==> src/hw/rtl/smmt_pkg.sv <==
// Shared types and constants for the square matrix multiply/transpose core.
// Used by the controller, the datapath and the top level.
`default_nettype none

package smmt_pkg;

  localparam int MAX_N     = 8;
  localparam int IDX_W     = 3;
  localparam int ADDR_W    = 2 * IDX_W;
  localparam int MEM_DEPTH = MAX_N * MAX_N;
  localparam int ELEM_W    = 16;
  localparam int PROD_W    = 2 * ELEM_W;
  localparam int ACC_W     = 35;
  localparam int SIZE_W    = 4;
  localparam int REQ_W     = 2;
  localparam int IN_DATA_W  = 24;
  localparam int OUT_DATA_W = 48;

  localparam logic [SIZE_W-1:0] SIZE_RESET = 4'd3;
  localparam logic [SIZE_W-1:0] SIZE_MAX   = SIZE_W'(MAX_N);

  typedef enum logic [REQ_W-1:0] {
    REQ_LOAD_A = 2'd0,
    REQ_LOAD_B = 2'd1,
    REQ_MUL    = 2'd2,
    REQ_TRN    = 2'd3
  } smmt_req_t;

  typedef enum logic [2:0] {
    S_IDLE,
    S_ISSUE,
    S_DRAIN1,
    S_DRAIN2,
    S_EMIT
  } smmt_state_t;

  // Commands from the controller to the datapath
  typedef struct packed {
    logic              wr_a;
    logic              wr_b;
    logic              rd_en;
    logic              first;
    logic              trn;
    logic [ADDR_W-1:0] rd_a_addr;
    logic [ADDR_W-1:0] rd_b_addr;
    logic              emit;
    logic [IDX_W-1:0]  row;
    logic [IDX_W-1:0]  col;
    logic              last;
  } smmt_cmd_t;

  // Status from the datapath to the controller
  typedef struct packed {
    logic out_free;
  } smmt_sts_t;

endpackage

`default_nettype wire

==> src/hw/rtl/smmt_ctrl.sv <==
// Controller state machine: size register, index counters and read sequencing.
// Depends on smmt_pkg; drives the datapath through smmt_cmd_t.
`default_nettype none

module smmt_ctrl
  import smmt_pkg::*;
(
  input  wire logic              clk,
  input  wire logic              rst_n,
  input  wire logic              cfg_we,
  input  wire logic [SIZE_W-1:0] cfg_wdata,
  input  wire logic              in_tvalid,
  output logic                   in_tready,
  input  wire logic [REQ_W-1:0]  in_req,
  input  wire smmt_sts_t         sts,
  output smmt_cmd_t              cmd
);

  smmt_state_t       state_r, state_nxt;
  logic [SIZE_W-1:0] size_r;
  logic [SIZE_W-1:0] n_r, n_nxt;
  logic              trn_r, trn_nxt;
  logic [IDX_W-1:0]  i_r, i_nxt, j_r, j_nxt, k_r, k_nxt;
  logic [SIZE_W-1:0] n_act;
  logic [SIZE_W-1:0] n_m1;
  logic              accept;
  logic              i_end, j_end, k_end;
  smmt_req_t         req;

  assign req    = smmt_req_t'(in_req);
  assign accept = in_tvalid && in_tready;
  assign n_act  = (size_r > SIZE_MAX) ? SIZE_MAX : size_r;
  assign n_m1   = n_r - SIZE_W'(1);
  assign i_end  = ({1'b0, i_r} == n_m1);
  assign j_end  = ({1'b0, j_r} == n_m1);
  assign k_end  = ({1'b0, k_r} == n_m1);

  // Size register
  always_ff @(posedge clk) begin
    if (!rst_n) begin
      size_r <= SIZE_RESET;
    end else if (cfg_we) begin
      size_r <= cfg_wdata;
    end
  end

  // State and counters
  always_ff @(posedge clk) begin
    if (!rst_n) begin
      state_r <= S_IDLE;
      n_r     <= '0;
      trn_r   <= 1'b0;
      i_r     <= '0;
      j_r     <= '0;
      k_r     <= '0;
    end else begin
      state_r <= state_nxt;
      n_r     <= n_nxt;
      trn_r   <= trn_nxt;
      i_r     <= i_nxt;
      j_r     <= j_nxt;
      k_r     <= k_nxt;
    end
  end

  // Next state and counter updates
  always_comb begin
    state_nxt = state_r;
    n_nxt     = n_r;
    trn_nxt   = trn_r;
    i_nxt     = i_r;
    j_nxt     = j_r;
    k_nxt     = k_r;
    case (state_r)
      S_IDLE: begin
        if (accept && (req == REQ_MUL || req == REQ_TRN) && n_act != '0) begin
          state_nxt = S_ISSUE;
          n_nxt     = n_act;
          trn_nxt   = (req == REQ_TRN);
          i_nxt     = '0;
          j_nxt     = '0;
          k_nxt     = '0;
        end
      end
      S_ISSUE: begin
        if (trn_r || k_end) begin
          state_nxt = S_DRAIN1;
          k_nxt     = '0;
        end else begin
          k_nxt = k_r + IDX_W'(1);
        end
      end
      S_DRAIN1: state_nxt = S_DRAIN2;
      S_DRAIN2: state_nxt = S_EMIT;
      S_EMIT: begin
        if (sts.out_free) begin
          if (j_end) begin
            j_nxt = '0;
            if (i_end) begin
              state_nxt = S_IDLE;
            end else begin
              i_nxt     = i_r + IDX_W'(1);
              state_nxt = S_ISSUE;
            end
          end else begin
            j_nxt     = j_r + IDX_W'(1);
            state_nxt = S_ISSUE;
          end
        end
      end
      default: state_nxt = S_IDLE;
    endcase
  end

  // Commands to the datapath
  always_comb begin
    in_tready     = (state_r == S_IDLE);
    cmd           = '0;
    cmd.wr_a      = accept && (req == REQ_LOAD_A);
    cmd.wr_b      = accept && (req == REQ_LOAD_B);
    cmd.trn       = trn_r;
    cmd.first     = (k_r == '0);
    cmd.rd_a_addr = trn_r ? {j_r, i_r} : {i_r, k_r};
    cmd.rd_b_addr = {k_r, j_r};
    cmd.row       = i_r;
    cmd.col       = j_r;
    cmd.last      = i_end && j_end;
    case (state_r)
      S_ISSUE: cmd.rd_en = 1'b1;
      S_EMIT:  cmd.emit  = sts.out_free;
      default: cmd.rd_en = 1'b0;
    endcase
  end

endmodule

`default_nettype wire

==> src/hw/rtl/smmt_dpath.sv <==
// Datapath: A and B element memories, one shared multiply-accumulate
// pipeline and the output word register. Depends on smmt_pkg.
`default_nettype none

module smmt_dpath
  import smmt_pkg::*;
(
  input  wire logic              clk,
  input  wire logic              rst_n,
  input  wire smmt_cmd_t         cmd,
  output smmt_sts_t              sts,
  input  wire logic [IDX_W-1:0]  in_row,
  input  wire logic [IDX_W-1:0]  in_col,
  input  wire logic [ELEM_W-1:0] in_value,
  output logic                   out_tvalid,
  input  wire logic              out_tready,
  output logic [IDX_W-1:0]       out_row,
  output logic [IDX_W-1:0]       out_col,
  output logic [ACC_W-1:0]       out_value,
  output logic                   out_last
);

  logic [ELEM_W-1:0] mem_a [MEM_DEPTH];
  logic [ELEM_W-1:0] mem_b [MEM_DEPTH];

  logic [ELEM_W-1:0]        a_q_r, b_q_r;
  logic                     v1_r, f1_r, v2_r, f2_r;
  logic signed [PROD_W-1:0] prod_r, prod_nxt;
  logic signed [ACC_W-1:0]  acc_r;
  logic signed [ACC_W-1:0]  prod_ext;
  logic                     out_valid_r;
  logic [IDX_W-1:0]         out_row_r, out_col_r;
  logic [ACC_W-1:0]         out_value_r;
  logic                     out_last_r;

  // Write loaded elements, read operands with registered data
  always_ff @(posedge clk) begin
    if (cmd.wr_a) begin
      mem_a[{in_row, in_col}] <= in_value;
    end
    if (cmd.wr_b) begin
      mem_b[{in_row, in_col}] <= in_value;
    end
    a_q_r <= mem_a[cmd.rd_a_addr];
    b_q_r <= mem_b[cmd.rd_b_addr];
  end

  // Multiply, or pass the A element through for a transpose
  always_comb begin
    if (cmd.trn) begin
      prod_nxt = PROD_W'($signed(a_q_r));
    end else begin
      prod_nxt = $signed(a_q_r) * $signed(b_q_r);
    end
  end

  assign prod_ext = ACC_W'(prod_r);

  // Pipeline valid and first-term flags
  always_ff @(posedge clk) begin
    if (!rst_n) begin
      v1_r <= 1'b0;
      v2_r <= 1'b0;
      f1_r <= 1'b0;
      f2_r <= 1'b0;
    end else begin
      v1_r <= cmd.rd_en;
      f1_r <= cmd.first;
      v2_r <= v1_r;
      f2_r <= f1_r;
    end
  end

  // Product register and accumulator
  always_ff @(posedge clk) begin
    prod_r <= prod_nxt;
    if (v2_r) begin
      acc_r <= f2_r ? prod_ext : acc_r + prod_ext;
    end
  end

  // Output word register: load on emit, drop when taken
  always_ff @(posedge clk) begin
    if (!rst_n) begin
      out_valid_r <= 1'b0;
    end else if (cmd.emit) begin
      out_valid_r <= 1'b1;
    end else if (out_tready) begin
      out_valid_r <= 1'b0;
    end
  end

  always_ff @(posedge clk) begin
    if (cmd.emit) begin
      out_row_r   <= cmd.row;
      out_col_r   <= cmd.col;
      out_value_r <= acc_r;
      out_last_r  <= cmd.last;
    end
  end

  assign sts.out_free = !out_valid_r || out_tready;
  assign out_tvalid   = out_valid_r;
  assign out_row      = out_row_r;
  assign out_col      = out_col_r;
  assign out_value    = out_value_r;
  assign out_last     = out_last_r;

endmodule

`default_nettype wire

==> src/hw/rtl/square_matrix_multiply_transpose_core.sv <==
// Top level of the square matrix multiply/transpose core.
// Depends on smmt_pkg, smmt_ctrl and smmt_dpath.
//
// The core holds two 8x8 matrices of signed 16-bit elements and works on an
// n x n corner of them, n set by cfg_wdata (saturated at 8, reset 3). A load
// word writes one element and produces nothing. A multiply word emits the
// n*n entries of A*B row by row as exact 35-bit sums; each entry is summed
// from n terms through the single shared multiply-accumulate unit fed by one
// read port on each element memory. A transpose word emits A transposed.
// tlast marks the final entry of a run. A new word is taken only once the
// previous run has been handed to the output register; an element must be
// loaded before it is read. Change the size only while the core is idle.
`default_nettype none

module square_matrix_multiply_transpose_core
  import smmt_pkg::*;
(
  input  wire logic                  clk,
  input  wire logic                  rst_n,
  input  wire logic                  cfg_we,
  input  wire logic [SIZE_W-1:0]     cfg_wdata,
  input  wire logic                  in_tvalid,
  output logic                       in_tready,
  // in_tdata: row[2:0], col[5:3], value[21:6], zero pad[23:22]
  input  wire logic [IN_DATA_W-1:0]  in_tdata,
  // in_tuser: req_type[1:0]
  input  wire logic [REQ_W-1:0]      in_tuser,
  output logic                       out_tvalid,
  input  wire logic                  out_tready,
  // out_tdata: out_row[2:0], out_col[5:3], out_value[40:6], zero pad[47:41]
  output logic [OUT_DATA_W-1:0]      out_tdata,
  output logic                       out_tlast
);

  smmt_cmd_t        cmd;
  smmt_sts_t        sts;
  logic [IDX_W-1:0] o_row, o_col;
  logic [ACC_W-1:0] o_value;

  smmt_ctrl u_ctrl (
    .clk       (clk),
    .rst_n     (rst_n),
    .cfg_we    (cfg_we),
    .cfg_wdata (cfg_wdata),
    .in_tvalid (in_tvalid),
    .in_tready (in_tready),
    .in_req    (in_tuser),
    .sts       (sts),
    .cmd       (cmd)
  );

  smmt_dpath u_dpath (
    .clk        (clk),
    .rst_n      (rst_n),
    .cmd        (cmd),
    .sts        (sts),
    .in_row     (in_tdata[2:0]),
    .in_col     (in_tdata[5:3]),
    .in_value   (in_tdata[21:6]),
    .out_tvalid (out_tvalid),
    .out_tready (out_tready),
    .out_row    (o_row),
    .out_col    (o_col),
    .out_value  (o_value),
    .out_last   (out_tlast)
  );

  // Pack the result word
  assign out_tdata = {7'd0, o_value, o_col, o_row};

endmodule

`default_nettype wire

==> config.mk <==
export PLATFORM = sky130hd
export DESIGN_NAME = square_matrix_multiply_transpose_core
export DESIGN_NICKNAME = d
export VERILOG_FILES = /design/src/hw/rtl/smmt_pkg.sv /design/src/hw/rtl/smmt_ctrl.sv /design/src/hw/rtl/smmt_dpath.sv /design/src/hw/rtl/square_matrix_multiply_transpose_core.sv
export SDC_FILE = /design/constraint.sdc
export NUM_CORES = 2
export LEC_CHECK = 0
export CAP_MARGIN = 10
export CELL_PAD_IN_SITES_DETAIL_PLACEMENT = 1
export CELL_PAD_IN_SITES_GLOBAL_PLACEMENT = 1
export CORE_MARGIN = 8
export CORE_UTILIZATION = 40
export DETAILED_ROUTE_END_ITERATION = 8
export DONT_BUFFER_PORTS = 1
export PLACE_DENSITY = 0.59
export SYNTH_ARGS = -nofsm -noshare
export SYNTH_HDL_FRONTEND = slang
export SYNTH_SLANG_ARGS = --single-unit
==> constraint.sdc <==
create_clock -name clk -period 7.9 [get_ports clk]
set_input_delay 0.79 -clock clk [delete_from_list [all_inputs] [get_ports clk]]
set_output_delay 0.79 -clock clk [all_outputs]
set_load 0.01 [all_outputs]
==> summary.md <==
| Metric | Value |
|---|---|
| Result of the run | `finished, final reports clean` |
| Aggregate routed wire length | `248.0 mm` |
| Hold-critical path depth | `0` |
| Vertical extent of the die | `504.9 um` |
| Num rows | `179` |
| Final GP Congestion | `0.7659` |
| Worst Reg-to-Reg Cells | `21` |
| Sequential area share after synthesis | `0.6863` |
| CP Cell Sequence | `nand2_1 > fa_1 > inv_1 > fa_1 > fa_1 > fa_1 > fa_1 > inv_1 > fa_1 > inv_1 > ha_1 > nand3_1 > nor2_1 > nand4b_1 > a31oi_1 > o31ai_1 > a21oi_2 > nand2_1 > o21ai_1 > xnor2_1 > mux2_2` |
| CTS Root Cell | `clkbuf_16` |
| Clock Tree Buf Depth | `3` |
| End point of the worst hold path | `u_dpath.mem_a[61][6]` |
| Final worst path period need | `6.967 ns` |
| DR iter-0 viols | `3959` |
| Fillers | `22285` |
| Total Die Area | `254900 um2` |
| Global-route track usage on met2 | `0.3102` |
| Count of buffers from port buffering | `0` |
| Final Hold Viols | `0` |
| Met3 Resource Use GR | `0.03705` |
| Buffers inserted by post-CTS timing repair | `0` |
| Critical Path Max Stage Delay | `0.86 ns` |
| GRT overflow | `0` |
| H-tree depth reported by CTS | `4` |
| RSZ-0062 raised after global routing | `no` |
| Class of the tightest hold or removal check | `primary input to flop` |
| Tightest slew margin relative to the limit | `0.2898` |
| Post-layout instance count excluding filler cells | `8627` |
| Fraction of the cycle the final worst path needs | `0.8819` |
| Maximum number of pins on one net before global-route repair | `129` |
| Fraction of layout instances using a drive strength above 1 | `0.2080` |
| Ports | `86` |
| Largest area contributor in the synthesized netlist | `edfxtp_1` |
| Worst Setup Start Kind | `flop` |
| Post-synth ARST share | `0` |
| Average vias per placed instance | `5.497` |
| Unique cell type count in the Yosys netlist | `70` |
| Leading cell types by count after synthesis | `edfxtp_1, mux4_2, nand2_1` |
| Startpoint of the worst-slack reg-to-reg timing path | `u_dpath.a_q_r[9]` |
| Crit path max-delay cell type | `dfxtp_1` |
| Share of the core filled with cells | `0.4520` |
| Kind of cell with the highest combined delay on the critical path | `adder cells` |
| Max-cap viol count | `0` |
| Vias in the first global route | `50665` |
| Summed negative setup slack over all endpoints | `0 ns` |
| Critical path buffers and inverters | `3` |
| Cells resized by post-CTS repair | `0` |
| DP Cell Count | `8178` |
| Number of standard cells after synthesis | `5087` |
| Start point of the worst hold path | `in_tdata[12]` |
| Top post-synthesis cells by area | `edfxtp_1, mux4_2, fa_1` |
| Post-Syn Area per Cell | `18.79 um2` |
| Count of pins over their slew limit | `0` |
| Transition at the pin with the smallest max-transition slack | `1.059 ns` |
| Insertion delay of the later-clocked pin in the worst-skew pair | `0.91 ns` |
| GRT Resource Usage Total | `0.1917` |
| Number of storage elements in the synthesis netlist | `2215` |
| Maximum fanout encountered on the critical timing path | `17` |
| Initial antenna violation count | `15` |
| Final antenna-violating net count | `0` |
| Clock buffer count from CTS | `227` |
| Core region area | `237900 um2` |
| Clk pin slew, worst setup/hold paths | `0.06 ns` |
| Global Route met1 Usage | `0.2693` |
| Number of enable-type register cells in the synthesized netlist | `2125` |
| Per-cell routed wire length | `28.74 um` |
| Total number of yosys warnings | `0` |
| Crit path top cell by count | `fa_1` |
| Area of the mapped netlist | `95600 um2` |
| Number of clock sinks | `2215` |
| Relative area change from synthesis to final layout | `12.46%` |
| Destination of the worst register-to-register timing path | `u_dpath.prod_r[31]` |
| Initial Utilization | `0.4020` |
| 1st-pass router iterations | `5` |
| Path type of the worst setup path | `flop to flop` |
| Placed standard-cell area | `99850 um2` |
| Worst EP required | `8.58 ns` |
| Top-count cell post-synth | `edfxtp_1` |
| Arrival time of the worst setup path | `7.64 ns` |
| Proportion of netlist area held by the largest area contributor | `0.6675` |
| Most used flip-flop cell after synthesis | `edfxtp_1` |
| Die Span X | `504.9 um` |
| Post-route design area | `107500 um2` |
| Wire length of the first global-routing pass | `360.7 mm` |
| Hold buffer count at cts | `14` |
| Critical Path Sink Type | `flop` |
| Busiest layer in global routing | `met2` |
| Final clock skew | `0.08981 ns` |
| Number of remaining DRC errors | `0` |
| Final HPWL from detailed placement | `144.2 mm` |
| Worst-case register-to-register setup slack | `0.93 ns` |
| Clock tree from TritonCTS | `yes` |
| Count of nets after finishing | `5673` |
| Vias after detailed routing | `47420` |
| Fmax | `0.1435 GHz` |
| Final-report setup violation count | `0` |
## worst max-delay path by stage
stage | from | to | cells past startpoint
after floorplan | u_dpath.a_q_r[15] | u_dpath.prod_r[31] | 22
after global placement | u_dpath.a_q_r[7] | u_dpath.prod_r[31] | 23
after detailed placement | u_dpath.a_q_r[9] | u_dpath.prod_r[31] | 21
after CTS | u_dpath.a_q_r[9] | u_dpath.prod_r[31] | 21
after global routing | u_dpath.a_q_r[9] | u_dpath.prod_r[31] | 21
final | u_dpath.a_q_r[9] | u_dpath.prod_r[31] | 21
## worst reg2reg max path: cells and delay by family, from the launching register on
| family | cells | cell delay, ns |
|---|---|---|
| xor gates and xnor gates | 1 | 0.07 |
| buffers and inverters | 3 | 0.15 |
| AOI/OAI and AO/OA | 4 | 1.06 |
| muxes | 1 | 0.27 |
| adders and majority gates | 7 | 3.43 |
| DFF | 1 | 0.86 |
| and+or+nand+nor | 5 | 0.96 |
## cell type report
class / count / area, um2 / share of cell area
clock inverter: 141 / 1478 / 0.01374
clock buffer: 280 / 5919 / 0.05505
antenna: 14 / 35.03 / 0.0003258
timing repair buffer: 189 / 1659 / 0.01543
sequential: 2215 / 65630 / 0.6104
inverter: 307 / 1155 / 0.01074
multi-input combinational: 2314 / 27680 / 0.2575
tap: 3167 / 3963 / 0.03685
## per-layer routing
layer  wire [um]  vias up  share of wire
met5           0        -              0
met4        5779        0          0.023
met3       14200      298          0.057
met2      118300     1156           0.48
met1      109600    25837           0.44
li1            -    20129              -
## cell families (layout without fill, tap and decap cells)
family | Yosys count | after routing | share of synthesized area
other | 1 | 21 | 0.00003922
DFF | 2215 | 2215 | 0.6863
muxes | 614 | 614 | 0.1420
buffers and inverters | 564 | 917 | 0.02527
AOI/OAI and AO/OA | 404 | 404 | 0.02822
xor gates and xnor gates | 77 | 77 | 0.007054
adders and majority gates | 384 | 384 | 0.07091
and+or+nand+nor | 828 | 828 | 0.04018
## cell usage in the layout, fill, tap and decap left out, types with 35 or more instances in the layout
cell / Yosys / final
nor2_1: 197 / 193
clkbuf_16: 0 / 227
fa_1: 263 / 263
xnor2_1: 45 / 45
a31oi_1: 35 / 35
a21oi_1: 80 / 80
ha_1: 121 / 121
buf_4: 38 / 166
and2_1: 195 / 195
clkinv_2: 0 / 43
a211oi_1: 91 / 91
clkbuf_1: 141 / 49
inv_1: 306 / 305
o21ai_0: 67 / 67
mux4_2: 592 / 592
dfxtp_1: 90 / 84
clkinv_1: 0 / 55
edfxtp_1: 2125 / 2125
nand2_1: 334 / 334
## through the flow
stage	worst slack (ns)	hold WS [ns]
2_1_floorplan	1.908	0.4064
3_3_place_gp	1.003	0.4174
3_5_place_dp	0.9386	0.4238
4_1_cts	0.8098	0.0003043
5_1_grt	0.4608	0.01285
6_report	0.9333	0.07089
## flip-flops by register name, indices dropped and copies added, names as in the netlist, 4 cells and up
register,count
u_ctrl.n_r,4
u_ctrl.size_r,4
u_dpath.a_q_r,16
u_dpath.acc_r,35
u_dpath.b_q_r,16
u_dpath.mem_a,1024
u_dpath.mem_b,1024
u_dpath.out_value,35
u_dpath.prod_r,32
Power is left out: the tool's default activity adds up to more than one toggle a clock period on the data nets, which glitch-free logic cannot reach.
